File: config.mk
export PLATFORM = sky130hd
export DESIGN_NAME = tdsr_rem
export DESIGN_NICKNAME = d
export VERILOG_FILES = /design/src/hw/rtl/tdsr_pkg.sv /design/src/hw/rtl/tdsr_rem.sv
export SDC_FILE = /design/constraint.sdc
export NUM_CORES = 1
export LEC_CHECK = 0
export ABC_CLOCK_PERIOD_IN_PS = 9700
export BUFFER_PORTS_ARGS = -buffer_cell sky130_fd_sc_hd__buf_2
export CORE_ASPECT_RATIO = 0.7
export CORE_MARGIN = 2
export CORE_UTILIZATION = 60
export DETAILED_ROUTE_END_ITERATION = 7
export PLACE_DENSITY = 0.89
export SLEW_MARGIN = 20
export SYNTH_ARGS = -nofsm -noshare
export SYNTH_HDL_FRONTEND = slang
export SYNTH_SLANG_ARGS = --single-unit
export TNS_END_PERCENT = 50
File: constraint.sdc
create_clock -name clk -period 9.7 [get_ports clk]
set_input_delay 1.94 -clock clk [delete_from_list [all_inputs] [get_ports clk]]
set_output_delay 1.94 -clock clk [all_outputs]
set_load 0.05 [all_outputs]
File: src/hw/rtl/tdsr_pkg.sv
// Shared types, codes and sizing constants for the table-driven slot reservation.
package tdsr_pkg;

  localparam int TABLE_SLOTS_DEF = 8;
  localparam int MAX_CLIENTS_DEF = 15;
  localparam int TIME_W = 64;
  localparam int CNT_W = 7;

  localparam logic [2:0] FN_LOAD     = 3'd0;
  localparam logic [2:0] FN_ARRIVE   = 3'd1;
  localparam logic [2:0] FN_DEPART   = 3'd2;
  localparam logic [2:0] FN_REFILL   = 3'd3;
  localparam logic [2:0] FN_DRAIN    = 3'd4;
  localparam logic [2:0] FN_DISPATCH = 3'd5;

  localparam logic [1:0] PH_INACTIVE = 2'd0;
  localparam logic [1:0] PH_ACTIVE   = 2'd1;
  localparam logic [1:0] PH_DEPLETED = 2'd2;
  localparam logic [1:0] PH_IDLE     = 2'd3;

  localparam logic [1:0] REG_CYCLE_LEN = 2'd0;
  localparam logic [1:0] REG_ORIGIN    = 2'd1;
  localparam logic [1:0] REG_SLOTS     = 2'd2;

  typedef struct packed {
    logic [2:0]  func;
    logic [63:0] now_time;
    logic [2:0]  slot_number;
    logic [63:0] slot_begin;
    logic [63:0] slot_finish;
    logic [63:0] drain_amount;
  } evt_t;

  typedef struct packed {
    logic [1:0]  resv_state;
    logic [63:0] budget_left;
    logic [63:0] next_refill_time;
    logic [63:0] consumed_in_slot;
    logic [63:0] consumed_total;
    logic        grant;
    logic        fault;
  } res_t;

  typedef struct packed {
    logic        busy;
    logic [63:0] rem;
  } div_stat_t;

endpackage

File: src/hw/rtl/tdsr_rem.sv
// Bit-serial restoring remainder unit, one dividend bit per cycle.
module tdsr_rem
  import tdsr_pkg::*;
#(
  parameter int W = TIME_W
) (
  input  logic         clk,
  input  logic         rst,
  input  logic         start,
  input  logic [W-1:0] dividend,
  input  logic [W-1:0] divisor,
  output div_stat_t    stat
);

  localparam int KW = $clog2(W + 1);

  logic [W-1:0]  rem;
  logic [W-1:0]  shf;
  logic [W-1:0]  dvs;
  logic [KW-1:0] count;
  logic          busy;
  logic [W:0]    trial;

  assign trial = {rem, shf[W-1]};

  always_ff @(posedge clk) begin
    if (rst) begin
      busy  <= 1'b0;
      count <= '0;
    end else if (start) begin
      busy  <= 1'b1;
      count <= KW'(W);
    end else if (busy) begin
      count <= count - 1'b1;
      if (count == KW'(1)) begin
        busy <= 1'b0;
      end
    end
  end

  always_ff @(posedge clk) begin
    if (start) begin
      rem <= '0;
      shf <= dividend;
      dvs <= divisor;
    end else if (busy) begin
      shf <= {shf[W-2:0], 1'b0};
      if (trial >= {1'b0, dvs}) begin
        rem <= W'(trial - {1'b0, dvs});
      end else begin
        rem <= trial[W-1:0];
      end
    end
  end

  assign stat.busy = busy;
  assign stat.rem  = rem;

endmodule

==> results.ini <==
[placed_design]
placed_area_mm2=0.0131
place_inst=1602
post-dp-hpwl_um=22000
gp_congestion=0.933
port_buffers=195

[power]
seq_power_share=0.439
clkPwrFrac=0.299
combPwrFrac=0.262
vdd_drop_max_v=0.000124
p_leak_nw=5.66
finalPower_mw=2.35
powerDensity_mw_per_mm2=172
p_sw_frac=0.331
p_switching_mw=0.777
p_int_mw=1.57

[yosys]
ys_warn_count=0
synth_edf_count=128
ys.flop_type=edfxtp_1
synth_nets=1399
syn-cell-area_mm2=0.0120
synthArstFlopShare=0
synth_seq_cells=200
yosysSeqAreaShare=0.441
netlist_instances=1201
ys_types=64
syn_area_per_cell_um2=9.98

[clock_tree]
clk_latency_ns=0.45
post_cts_buffers=0
cts_buffers=17
path_clk_slew_ns=0.07
cts_root_buffer=clkbuf_16
holdBufCountCts=0
cts_resized=0
htreeDepth=4
cts_buffer_depth=2
cts_tree=built
clock_sinks=200

[worst_setup_path]
crit_family=compound AO/OA/AOI/OAI gates
reg2regPathDepth=12
crit_arrival_ns=4.42
slowest_delay_ns=0.54
slowest_stage=a311oi_1
crit_top_cell=a21oi_1
r2r_slack_ns=5.61
worst-path-buf-inv=1
critPathKind=reg2reg
crit_required_ns=10.04
end_kind=register
timing.rr.start=rem[25]$_SDFFE_PP0P_
path_cells=ha_1 > a21oi_1 > o21ai_0 > a221oi_1 > nor3_1 > a311oi_1 > o31ai_4 > a21oi_1 > o21bai_4 > buf_6 > mux2i_1 > a211oi_1
start_kind=register
reg2reg_to=rem[17]$_SDFFE_PP0P_
worstPathMaxFanout=68

[hold_path]
min_from=rem[63]$_SDFFE_PP0P_
hold_depth=2
hp-class=reg2reg
holdPathEnd=rem[63]$_SDFFE_PP0P_

[global_routing]
grt_pass1_wl_um=48500
grt-ovfl-total=0
antenna_found_initial=0
grt_max_degree=87
track_usage=0.289
grt_pass1_vias=9521

[floorplanning]
core_mm2=0.0197
start_util=0.609
dieArea_mm2=0.0212
fp.dieH_um=122
die_x_um=173
io_pins=196
rows=43

[layout]
syn_to_final_growth_pct=13.7
final_area_mm2=0.0136
final_cells=1634
drive_gt1_frac=0.228
final_cell_mix=buf_2, edfxtp_1, nor2_1
diodes=0
mostFrequentLayoutCell=buf_2
fillerInstances=1484
nets=1549

[timing]
rsz0062_at_grt=false
worst_pin_slew_ns=1.02
slew_viol_final=0
fin_skew_ns=0.0123
relSlewSlack=0.319
fmax_mhz=245
setup_viol=0
hold_ws_ns=0.485
finalHoldViolCount=0
timing.final.crit_share=0.421
tns_ns=0
post-route-min-period_ns=4.09

[run]
drv_cap=0

[detailed_routing]
wl_met3_um=2890
wirelength_um=30300
wl_per_cell_um=18.6
dr.first_iter.drc_count=1201
wl_met1_um=13600
drtPass1Iterations=6
routed.top_layer=met4
vias_per_cell=6.13
drc=0
vias=10000
postRouteAntennaNets=0
dr_wl_met2_um=13200

[status]
status=finished, final reports clean

[tightest hold or removal path, stage by stage (launching register included)]
cell,delay [ns]
dfxtp_1,0.33
nand2_1,0.06
o21ai_1,0.05
[registers in the layout (all words and copies together) (netlist names)]
| name | flops |
|---|---|
| count | 7 |
| busy | 1 |
| dvs | 64 |
| rem | 64 |
| shf | 64 |
[power groups by stage]
stage,Clock [mW],Combinational [mW],Sequential (mW)
floorplan,0,0.384,1.10
global placement,0,0.581,1.04
detailed placement,0,0.597,1.05
CTS,0.706,0.603,1.03
global route,0.740,0.667,1.04
finish,0.702,0.615,1.03
[how the worst max path moves through the flow]
stage / start / end / slack, ns / cells past startpoint
6_report: rem[25]$_SDFFE_PP0P_ / rem[17]$_SDFFE_PP0P_ / 5.61 / 12
5_1_grt: rem[25]$_SDFFE_PP0P_ / rem[0]$_SDFFE_PP0P_ / 5.42 / 12
4_1_cts: dvs[3]$_DFFE_PP_ / rem[30]$_SDFFE_PP0P_ / 5.50 / 13
3_5_place_dp: dvs[3]$_DFFE_PP_ / rem[30]$_SDFFE_PP0P_ / 5.54 / 13
3_3_place_gp: rem[25]$_SDFFE_PP0P_ / rem[0]$_SDFFE_PP0P_ / 5.73 / 12
2_1_floorplan: start / shf[0]$_SDFFCE_PN0P_ / 5.60 / 4
[synthesized netlist by cell type (3+ instances only)]
master,n,share of area
a211oi_1,59,0.037
a311oi_1,3,0.0022
nor2b_1,8,0.0042
a31oi_1,11,0.0057
o31ai_1,7,0.0044
a2111oi_0,4,0.0029
nor3_1,15,0.0063
o21ai_1,8,0.0033
clkbuf_1,59,0.018
a21o_1,24,0.015
a21boi_0,4,0.0025
edfxtp_1,128,0.32
nand2b_1,7,0.0037
o21a_1,10,0.0063
nand2_1,76,0.024
mux2i_1,62,0.052
a221oi_1,4,0.0029
nor2_1,108,0.034
o21ai_0,41,0.017
nor4_1,7,0.0037
o21bai_1,13,0.0081
xor2_1,20,0.015
nand4_1,28,0.015
xnor2_1,40,0.029
buf_4,7,0.0044
dfxtp_1,72,0.12
o2bb2ai_1,3,0.0022
nand3_1,23,0.0096
or2_2,3,0.0016
and2_1,7,0.0037
a21oi_1,77,0.032
inv_1,81,0.025
ha_1,66,0.069
and3_1,9,0.0047
mux2_2,64,0.060
or3_1,7,0.0037
[final cells by class]
| type | count | area, µm² | share of cell area |
|---|---|---|---|
| multi-input cells | 851 | 6110 | 0.448 |
| flip-flops and latches | 200 | 5290 | 0.388 |
| repair buffers | 200 | 1020 | 0.0751 |
| clock buffers | 17 | 425 | 0.0312 |
| well taps | 270 | 338 | 0.0248 |
| inverters | 81 | 304 | 0.0223 |
| clock inverters | 15 | 145 | 0.0106 |
[routing by layer]
layer | up-vias | track usage
met4 | 0 | 0.0869
met1 | 4731 | 0.412
met5 | - | 0
li1 | 4704 | -
met2 | 526 | 0.442
met3 | 52 | 0.0682
[metrics by stage]
step                setup WS (ns)   util
CTS                          5.50  0.692
finish                       5.61  0.692
global placement             5.73  0.663
global route                 5.42  0.692
detailed placement           5.54  0.663
floorplan                    5.60      -
[cells by family (layout without fill, tap and decap cells)]
group,count (synthesis),after routing,synth area share
mux,126,126,0.112
compound gates,292,292,0.164
buf+inv,150,313,0.0507
xor+xnor,60,60,0.0438
flops,200,200,0.441
fa+ha+maj,67,67,0.0705
simple gates,306,306,0.119
(Power assumes the default switching activity.)
