### src/hw/rtl/tdsr_ram.sv
// Generic single-write, single-read RAM with a registered read port.
module tdsr_ram #(
  parameter int WIDTH = 8,
  parameter int DEPTH = 8,
  localparam int AW = (DEPTH > 1) ? $clog2(DEPTH) : 1
) (
  input  logic             clk,
  input  logic             we,
  input  logic [AW-1:0]    waddr,
  input  logic [WIDTH-1:0] wdata,
  input  logic [AW-1:0]    raddr,
  output logic [WIDTH-1:0] rdata
);

  logic [WIDTH-1:0] mem [DEPTH];

  always_ff @(posedge clk) begin
    if (we) begin
      mem[waddr] <= wdata;
    end
    rdata <= mem[raddr];
  end

endmodule

### config.mk
export PLATFORM = sky130hd
export DESIGN_NAME = tdsr_ram
export DESIGN_NICKNAME = d
export VERILOG_FILES = /design/src/hw/rtl/tdsr_ram.sv
export SDC_FILE = /design/constraint.sdc
export NUM_CORES = 1
export LEC_CHECK = 0
export CORE_UTILIZATION = 50
export DETAILED_ROUTE_END_ITERATION = 8
export DONT_BUFFER_PORTS = 1
export GPL_TIMING_DRIVEN = 0
export SYNTH_ARGS = -nofsm -noshare
export SYNTH_HDL_FRONTEND = slang
export SYNTH_SLANG_ARGS = --single-unit
### constraint.sdc
create_clock -name clk -period 2.8 [get_ports clk]
set_clock_uncertainty 0.05 [all_clocks]
set_input_delay 0.84 -clock clk [delete_from_list [all_inputs] [get_ports clk]]
set_output_delay 0.84 -clock clk [all_outputs]
set_load 0.02 [all_outputs]
==> metrics.txt, run 1 <==
status=finished, final reports clean; count of hold buffers inserted by post-cts repair=0; Cell Chain, Critical Path=clkbuf_1 -> buf_2 -> mux4_1 -> mux2_2; syn avg cell area=23.61 um2; crit path launch type=input port; CTS tree=yes; first-pass GRT wire length=6134 um; slowest stage delay, CP=370 ps; nets=141; WL final=4197 um; Area Overhead vs Synth=14.13%; top-area cell type share of the netlist area=71.41%; synth warn=0; vias=1096; total global routing overflow=0; CP delay by family, top=buffers and inverters; Core Region=5140 um2; ranking of synthesized cells by area=edfxtp_1, mux4_1, dfxtp_1, mux2_2, mux4_2; Min Hold Slack=542.8 ps; arrival time at the worst endpoint=2190 ps; Crit-path slowest cell=clkbuf_1; Clock Power Share=46.3%; Crit Path Class=input port to register; Total GRT Usage=17.72%; Cell Rows=26; Worst Max-Slew Pin Slew=929.0 ps; worst min path class=input port to register; drt first pass iters=4; fillers=389; clk sinks=72; GP Congestion=0.6472; CP Buf/Inv Count=2; CTS Root Cell=clkbuf_8; Mapped Area=2691 um2; internal power of the cells=0.002028 W; total of max-cap violations=0; routed vias/inst=5.480; drt drc=0; Seq cells post-synth=72; Clock Tree Buf Depth=2; initial DRC count=118; port bufs=0; Crit path required time=2970 ps; setup bufs post-CTS=0; Worst Setup End Kind=register; Sw Pwr=0.0004285 W; initial antenna violation count=0; Flop pwr share=50.4%; layout cells sized above 1=22.31%; htree depth=3; CTS Buf Count=9; Detailed Place HPWL=2489 um; leak pwr=1.031 nW; DRT antenna net count=0; PostCTS Resize Cnt=0; largest net degree at the start of global routing=13; I/O pins=24; Synth Instances=114; Setup TNS Final=0 ps; Tcrit/Tclk final=71.86%; Tmin final=2012 ps; Clk Latency, worst-skew pair=340 ps; Ant. Diodes=0; Die H=75.37 um; overall power=0.002457 W; Final Setup Violations=0; maximum vdd drop=0.3872 mV; Mapped Nets=130; Switching Fraction=17.44%; Slew Limit Headroom=37.84%; Max Slew Vio Count=0; die area=5680 um2; Synth area leader=edfxtp_1; Starting Density=52.36%; Netlist cell types=14; Power Dens Cells=799.8 nW/um2; Fin. Hold Viols=0; DR WL/cell=20.99 um; utilization after layout=59.76%; vias in the first global route=1132; fmax=0.4970 GHz; combinational power share=3.3%; clk slew on worst S/H paths=70 ps; Die Span X=75.37 um; register area share after synthesis=77.36%; RSZ-0062 raised after global routing=no; CP max FO=10
kinds of logic (layout without fill, tap and decap cells):
logic type	Yosys count	in the layout	share of synthesized area, %
DFF	72	72	77.36
and+or+nand+nor	13	13	2.185
muxes	24	24	18.83
buffers and inverters	5	21	1.627
layer usage:
layer | vias to the layer above | wire length (um) | GRT usage, %
met5 | - | 0 | 0
met4 | 0 | 71 | 9.259
met3 | 7 | 186 | 6.746
met2 | 29 | 2016 | 25.69
met1 | 561 | 1923 | 23.60
li1 | 499 | - | -
area by class of cell:
cell class	instances	area (um2)	area share, %
clock buffers	10	127.6	4.155
well taps	70	87.58	2.851
multi-input cells	37	575.6	18.74
flip-flops and latches	72	2082	67.78
clock inverters	6	155.1	5.051
plain buffers	5	43.79	1.426
synth_stat cells:
master,instances
edfxtp_1,64
mux4_1,15
dfxtp_1,8
mux2_2,8
nor2_1,6
nand2b_1,3
nand2_1,2
nor3_1,2
buf_1,1
buf_12,1
buf_2,1
buf_6,1
clkbuf_1,1
mux4_2,1
placed cells by master (no fill, tap or decap), types with 2 or more instances in the layout:
cell type	count
bufinv_16	5
mux2_2	8
nand2b_1	3
clkbuf_8	9
nor3_2	2
clkbuf_1	2
dfxtp_1	8
nand2_1	2
nor2_1	6
mux4_1	15
edfxtp_1	64
power by group through the flow:
stage | Sequential (W) | Combinational, W | Clock (W)
6_report | 0.00124 | 0.0000810 | 0.00114
5_1_grt | 0.00124 | 0.0000874 | 0.00120
4_1_cts | 0.00124 | 0.0000829 | 0.00115
3_5_place_dp | 0.00126 | 0.0000828 | 0
3_3_place_gp | 0.00126 | 0.0000815 | 0
2_1_floorplan | 0.00126 | 0.0000649 | 0
path summary, 6_finish.rpt:
check | startpoint | end | slack, ps | cells past startpoint
worst max-delay path | raddr[2] | rdata[6] | 790 | 4
worst min-delay path | wdata[6] | mem[0][6] | 540 | 0
worst max register to register | mem[1][7] | rdata[7] | 1480 | 2
worst min register to register | mem[2][5] | rdata[5] | 620 | 2
sequential cells by signal, summed over array words and instances, names as in the netlist:
| register | cells |
|---|---|
| mem | 64 |
| rdata | 8 |
stage by stage:
step                      area [um2]  setup slack, ps  cells
after floorplan                 2691            749.5    114
after global placement          2779            241.3    184
after detailed placement        2779            207.2    184
after CTS                       3062            578.4    200
after global routing            3072            742.4    200
final                           3072            788.0    200
No activity file was read; power rests on OpenSTA's default activity.
==> inputs of run 2 (changes only) <==
==> constraint.sdc (replaced) <==
create_clock -name clk -period 1.9 [get_ports clk]
set_clock_uncertainty 0.05 [all_clocks]
set_input_delay 0.57 -clock clk [delete_from_list [all_inputs] [get_ports clk]]
set_output_delay 0.57 -clock clk [all_outputs]
set_load 0.02 [all_outputs]
==> run 2 against run 1 <==
Against the previous run: clock-buffer cell count is the same; largest power group unchanged; critical path depth is the same; routed wire length is essentially flat; sequential cell count is the same; die area is the same.
==> metrics.txt, run 2 (synthesized netlist as in run 1, its figures left out) <==
status=finished, final reports clean (unchanged); total of max-cap violations=0 (unchanged); Detailed Place HPWL=2489 um (unchanged); Area Overhead vs Synth=14.13% (unchanged); Clk Latency, worst-skew pair=340 ps (about the same); drt first pass iters=4 (unchanged); CP startpoint=raddr[2] (unchanged); CTS Buf Count=9 (unchanged); RSZ-0062 raised after global routing=no (unchanged); Clock Tree Buf Depth=2 (unchanged); Die Span X=75.37 um (unchanged); first-pass GRT wire length=6161 um (was 6134 um); vias in the first global route=1130 (was 1132); utilization after layout=59.76% (unchanged); total global routing overflow=0 (unchanged); fillers=389 (unchanged); crit path launch type=input port (unchanged); Hold Path Origin=wdata[6] (unchanged); Ant. Diodes=0 (unchanged); I/O pins=24 (unchanged); most frequent cells in the layout=edfxtp_1, mux4_1, clkbuf_8 (unchanged); Starting Density=52.36% (unchanged); Core Region=5140 um2 (unchanged); start of the worst register-to-register path=mem[1][7] (unchanged); worst min path class=input port to register (unchanged); Max Slew Vio Count=0 (unchanged); hold path cells=0 (unchanged); routed vias/inst=5.505 (was 5.480); biggest regs=mem: 64 flops, rdata: 8 flops (unchanged); GP Congestion=0.6472 (unchanged); Cell Chain, Critical Path=clkbuf_1 -> buf_2 -> mux4_1 -> mux2_2 (unchanged); Worst path depth=4 (unchanged); Die H=75.37 um (unchanged); Crit path required time=2070 ps (was 2970 ps); fmax=0.5738 GHz; clk sinks=72 (unchanged); R2R depth=2 (unchanged); overall power=0.003618 W (was 0.002457 W); Seq. cell area=2082 um2 (unchanged); WL final=4193 um (was 4197 um); maximum vdd drop=0.5697 mV (was 0.3872 mV); area of the multi-input gates=575.6 um2 (unchanged); Crit-path slowest cell=clkbuf_1 (unchanged); DRT antenna net count=0 (unchanged); Power Dens Cells=1178 nW/um2 (was 799.8 nW/um2); DR WL/cell=20.97 um (was 20.99 um); nets=141 (unchanged); layout cells sized above 1=22.31% (unchanged); Total GRT Usage=17.75% (was 17.72%); slowest stage delay, CP=370 ps (about the same); CTS Root Cell=clkbuf_8 (unchanged); initial antenna violation count=0 (unchanged); htree depth=3 (unchanged); leak pwr=1.031 nW (unchanged); max FFs per register=64 (unchanged); Tcrit/Tclk final=91.73%; Final Setup Violations=0 (unchanged); arrival time at the worst endpoint=1920 ps (was 2190 ps); CP delay by family, top=buffers and inverters (unchanged); CP max FO=10 (unchanged); largest net degree at the start of global routing=13 (unchanged); Cell Rows=26 (unchanged); port bufs=0 (unchanged); Tmin final=1743 ps; die area=5680 um2 (unchanged); drt drc=0 (unchanged); Setup TNS Final=0 ps (unchanged); Worst Setup End Kind=register (unchanged); setup bufs post-CTS=0 (unchanged); Crit Path Class=input port to register (unchanged); CTS tree=yes (unchanged); commonest non-fill, non-tap cell in the layout=edfxtp_1 (unchanged); vias=1101 (was 1096); clk slew on worst S/H paths=70 ps (about the same); Worst Max-Slew Pin Slew=947.9 ps (was 929.0 ps); Fin. Hold Viols=0 (unchanged); Slew Limit Headroom=36.57% (was 37.84%); largest reg by FF count=mem (unchanged); initial DRC count=109 (was 118); CP Buf/Inv Count=2 (unchanged); Min Hold Slack=273.9 ps (was 542.8 ps)
==> run 2: cell counts in the layout (fill, tap and decap cells not counted) <==
Identical to the previous run, type by type.
==> run 2: what timing repair did <==
item	4_1_cts	5_1_grt
hold buffers	0	0
endpoints found under the setup margin	8	0
resized for setup	1	0
==> run 2: report_power, final <==
| part | internal [W] | switching, W | leakage (nW) |
|---|---|---|---|
| registers | 0.00179 | 0.0000376 | 0.649 |
| clock network | 0.00114 | 0.000537 | 0.140 |
| logic | 0.0000650 | 0.0000543 | 0.241 |
| total | 0.00299 | 0.000629 | 1.03 |
==> run 2: worst paths after layout <==
check,end,slack [ps]
setup / recovery,rdata[6],160
hold / removal,mem[0][6],270
setup reg to reg,rdata[7],580
hold reg to reg,rdata[5],620
==> run 2: cell type report <==
class,count,area share [%]
Multi-Input combinational cell,37,18.74
Tap cell,70,2.851
Clock buffer,10,4.155
Sequential cell,72,67.78
Clock inverter,6,5.051
Buffer,5,1.426
==> run 2: routing by layer <==
| metal | routed length (um) | vias to the layer above | GRT usage, % | part of all wire (%) |
|---|---|---|---|---|
| met3 | 224 | 7 | 7.143 | 5.3 |
| met2 | 2010 | 31 | 25.50 | 48 |
| li1 | - | 502 | - | - |
| met1 | 1881 | 561 | 23.60 | 45 |
| met5 | 0 | - | 0 | 0 |
| met4 | 76 | 0 | 9.259 | 1.8 |
==> run 2: worst reg2reg max path: stages, from the launching register on <==
cell      delay, ps
edfxtp_1        370
mux4_1          510
mux2_2          270
==> run 2: through the flow <==
step	std cells	setup slack, ps	cell area (um2)
after floorplan	114	119.5	2691
after global placement	184	-388.7	2779
after detailed placement	184	-422.8	2779
after CTS	200	55.07	3067
after global routing	200	112.4	3072
final	200	157.2	3072
==> inputs of run 3 (changes only) <==
--- a/config.mk
+++ b/config.mk
@@ -6,9 +6,12 @@
 export NUM_CORES = 1
 export LEC_CHECK = 0
 export CORE_UTILIZATION = 50
+export CTS_BUF_LIST = sky130_fd_sc_hd__clkbuf_4 sky130_fd_sc_hd__clkbuf_8
 export DETAILED_ROUTE_END_ITERATION = 8
 export DONT_BUFFER_PORTS = 1
 export GPL_TIMING_DRIVEN = 0
+export PLACE_DENSITY = 0.68
+export SLEW_MARGIN = 0
 export SYNTH_ARGS = -nofsm -noshare
 export SYNTH_HDL_FRONTEND = slang
 export SYNTH_SLANG_ARGS = --single-unit
==> constraint.sdc (replaced) <==
create_clock -name clk -period 1.4 [get_ports clk]
set_clock_uncertainty 0.05 [all_clocks]
set_input_delay 0.42 -clock clk [delete_from_list [all_inputs] [get_ports clk]]
set_output_delay 0.42 -clock clk [all_outputs]
set_load 0.02 [all_outputs]
==> run 3 against run 2 <==
Against the previous run: final cell count unchanged; clock power increased by 5%; hold slack got worse by 160 ps; total power increased by 22%; sequential power increased by 36%; utilization decreased by 0.68 points; sequential cell count unchanged; register-to-register slack got worse by 510 ps; routed wire length increased by 0.55%; critical path type unchanged.
==> metrics.txt, run 3 (synthesized netlist as in run 1, its figures left out) <==
status=finished, final reports clean (unchanged); Die H=75.37 um (unchanged); CP max FO=10 (unchanged); commonest non-fill, non-tap cell in the layout=edfxtp_1 (unchanged); Post-Place Cells=184 (unchanged); Max Slew Vio Count=0 (unchanged); total of max-cap violations=0 (unchanged); Worst Setup End Kind=register (unchanged); Clk Latency, worst-skew pair=340 ps (about the same); slowest stage delay, CP=550 ps (was 370 ps); CTS tree=yes (unchanged); port bufs=0 (unchanged); Worst Max-Slew Pin Slew=822.7 ps (was 947.9 ps); fmax=0.7476 GHz; GP Congestion=0.6611 (was 0.6472); layout cells sized above 1=26.92% (was 22.31%); Starting Density=52.36% (unchanged); biggest regs=mem: 64 flops, rdata: 8 flops (unchanged); vias=1116 (was 1101); Cell Rows=26 (unchanged); Placed Instance Area=2809 um2 (was 2779 um2); setup ws final=62.47 ps (was 157.2 ps); Total GRT Usage=17.19% (was 17.75%); most frequent cells in the layout=edfxtp_1, mux4_1, clkbuf_8 (unchanged); I/O pins=24 (unchanged); vias in the first global route=1136 (was 1130); Crit Path Class=input port to register (unchanged); die area=5680 um2 (unchanged); CTS Buf Count=9 (unchanged); leak pwr=1.007 nW (was 1.031 nW); WL final=4216 um (was 4193 um); Die Span X=75.37 um (unchanged); max FFs per register=64 (unchanged); Setup TNS Final=0 ps (unchanged); Core Region=5140 um2 (unchanged); Crit path required time=1580 ps (was 2070 ps); crit path launch type=input port (unchanged); Tmin final=1338 ps; total global routing overflow=0 (unchanged); Min Hold Slack=117.0 ps (was 273.9 ps); Slew Limit Headroom=44.85% (was 36.57%); arrival time at the worst endpoint=1510 ps (was 1920 ps); routed vias/inst=5.580 (was 5.505); Ant. Diodes=0 (unchanged); setup bufs post-CTS=0 (unchanged); htree depth=3 (unchanged); CP Buf/Inv Count=2 (unchanged); Fin. Hold Viols=0 (unchanged); largest net degree at the start of global routing=13 (unchanged); initial DRC count=93 (was 109); Cell Chain, Critical Path=buf_12 -> buf_12 -> mux4_1 -> mux2_2 (was clkbuf_1 -> buf_2 -> mux4_1 -> mux2_2); initial antenna violation count=0 (unchanged); worst min path class=input port to register (unchanged); DRT antenna net count=0 (unchanged); Crit-path slowest cell=mux4_1 (was clkbuf_1); clk slew on worst S/H paths=70 ps (about the same); Final Setup Violations=0 (unchanged); setup slack at placement=-425.8 ps (was -422.8 ps); clk sinks=72 (unchanged); Power Dens Cells=1451 nW/um2 (was 1178 nW/um2); RSZ-0062 raised after global routing=no (unchanged); Post-Layout Cell Count=200 (unchanged); Clock Tree Buf Depth=2 (unchanged); drt first pass iters=4 (unchanged); first-pass GRT wire length=6147 um (was 6161 um); DR WL/cell=21.08 um (was 20.97 um); CTS Root Cell=clkbuf_8 (unchanged); largest reg by FF count=mem (unchanged); Tcrit/Tclk final=95.54%; most used cell along the critical path=buf_12; maximum vdd drop=1.018 mV (was 0.5697 mV); drt drc=0 (unchanged); CP delay by family, top=multiplexers (was buffers and inverters); Design Area, Final=3037 um2 (was 3072 um2); count of hold buffers inserted by post-cts repair=0 (unchanged); nets=141 (unchanged); Area Overhead vs Synth=12.83% (was 14.13%)
## run 3: cell count changes in the layout (fill, tap and decap cells not counted), sizes merged
| cell | change |
|---|---|
| clkinv | +1 |
| clkinvlp | +2 |
| bufinv | -3 |
## run 3: layer usage
metal  track usage [%]  wire (um)  up-vias
met2             26.88       2076       40
met4             9.259         55        0
met3             5.556        314        6
li1                  -          -      504
met1             21.64       1770      566
met5                 0          0        -
## run 3: through the flow
step | util, % | power [W]
detailed placement | 54.65 | 0.002703
CTS | 58.91 | 0.004435
finish | 59.08 | 0.004408
global route | 59.08 | 0.004524
floorplan | - | 0.002659
global placement | 54.65 | 0.002695
## run 3: area by class of cell
type / instances / area [um2]
buffer: 5 / 56.30
sequential: 72 / 2082
clock inverter: 6 / 83.83
multi-input combinational: 37 / 595.6
tap: 70 / 87.58
fill: 397 / 2103
clock buffer: 10 / 131.4
## run 3: power breakdown
| group | internal [W] | switching, W | total [W] |
|---|---|---|---|
| logic | 0.0000976 | 0.0000768 | 0.000174 |
| clock network | 0.00101 | 0.000742 | 0.00176 |
| registers | 0.00243 | 0.0000514 | 0.00248 |
| total | 0.00354 | 0.000871 | 0.00441 |
## run 3: final timing paths
| path | endpoint | slack [ps] | cells past startpoint | startpoint |
|---|---|---|---|---|
| hold reg to reg | rdata[6] | 620 | 2 | mem[4][6] |
| setup reg to reg | rdata[1] | 70 | 2 | mem[1][1] |
| setup / recovery | rdata[7] | 60 | 4 | raddr[0] |
| hold / removal | mem[4][5] | 120 | 0 | wdata[5] |
## run 3: repair_timing
| item | CTS | global route |
|---|---|---|
| gates resized for setup | 2 | 2 |
| hold endpoints to repair | 0 | 0 |
| endpoints found under the setup margin | 16 | 14 |
| gates cloned | 0 | 0 |
| pin swaps | 0 | 0 |
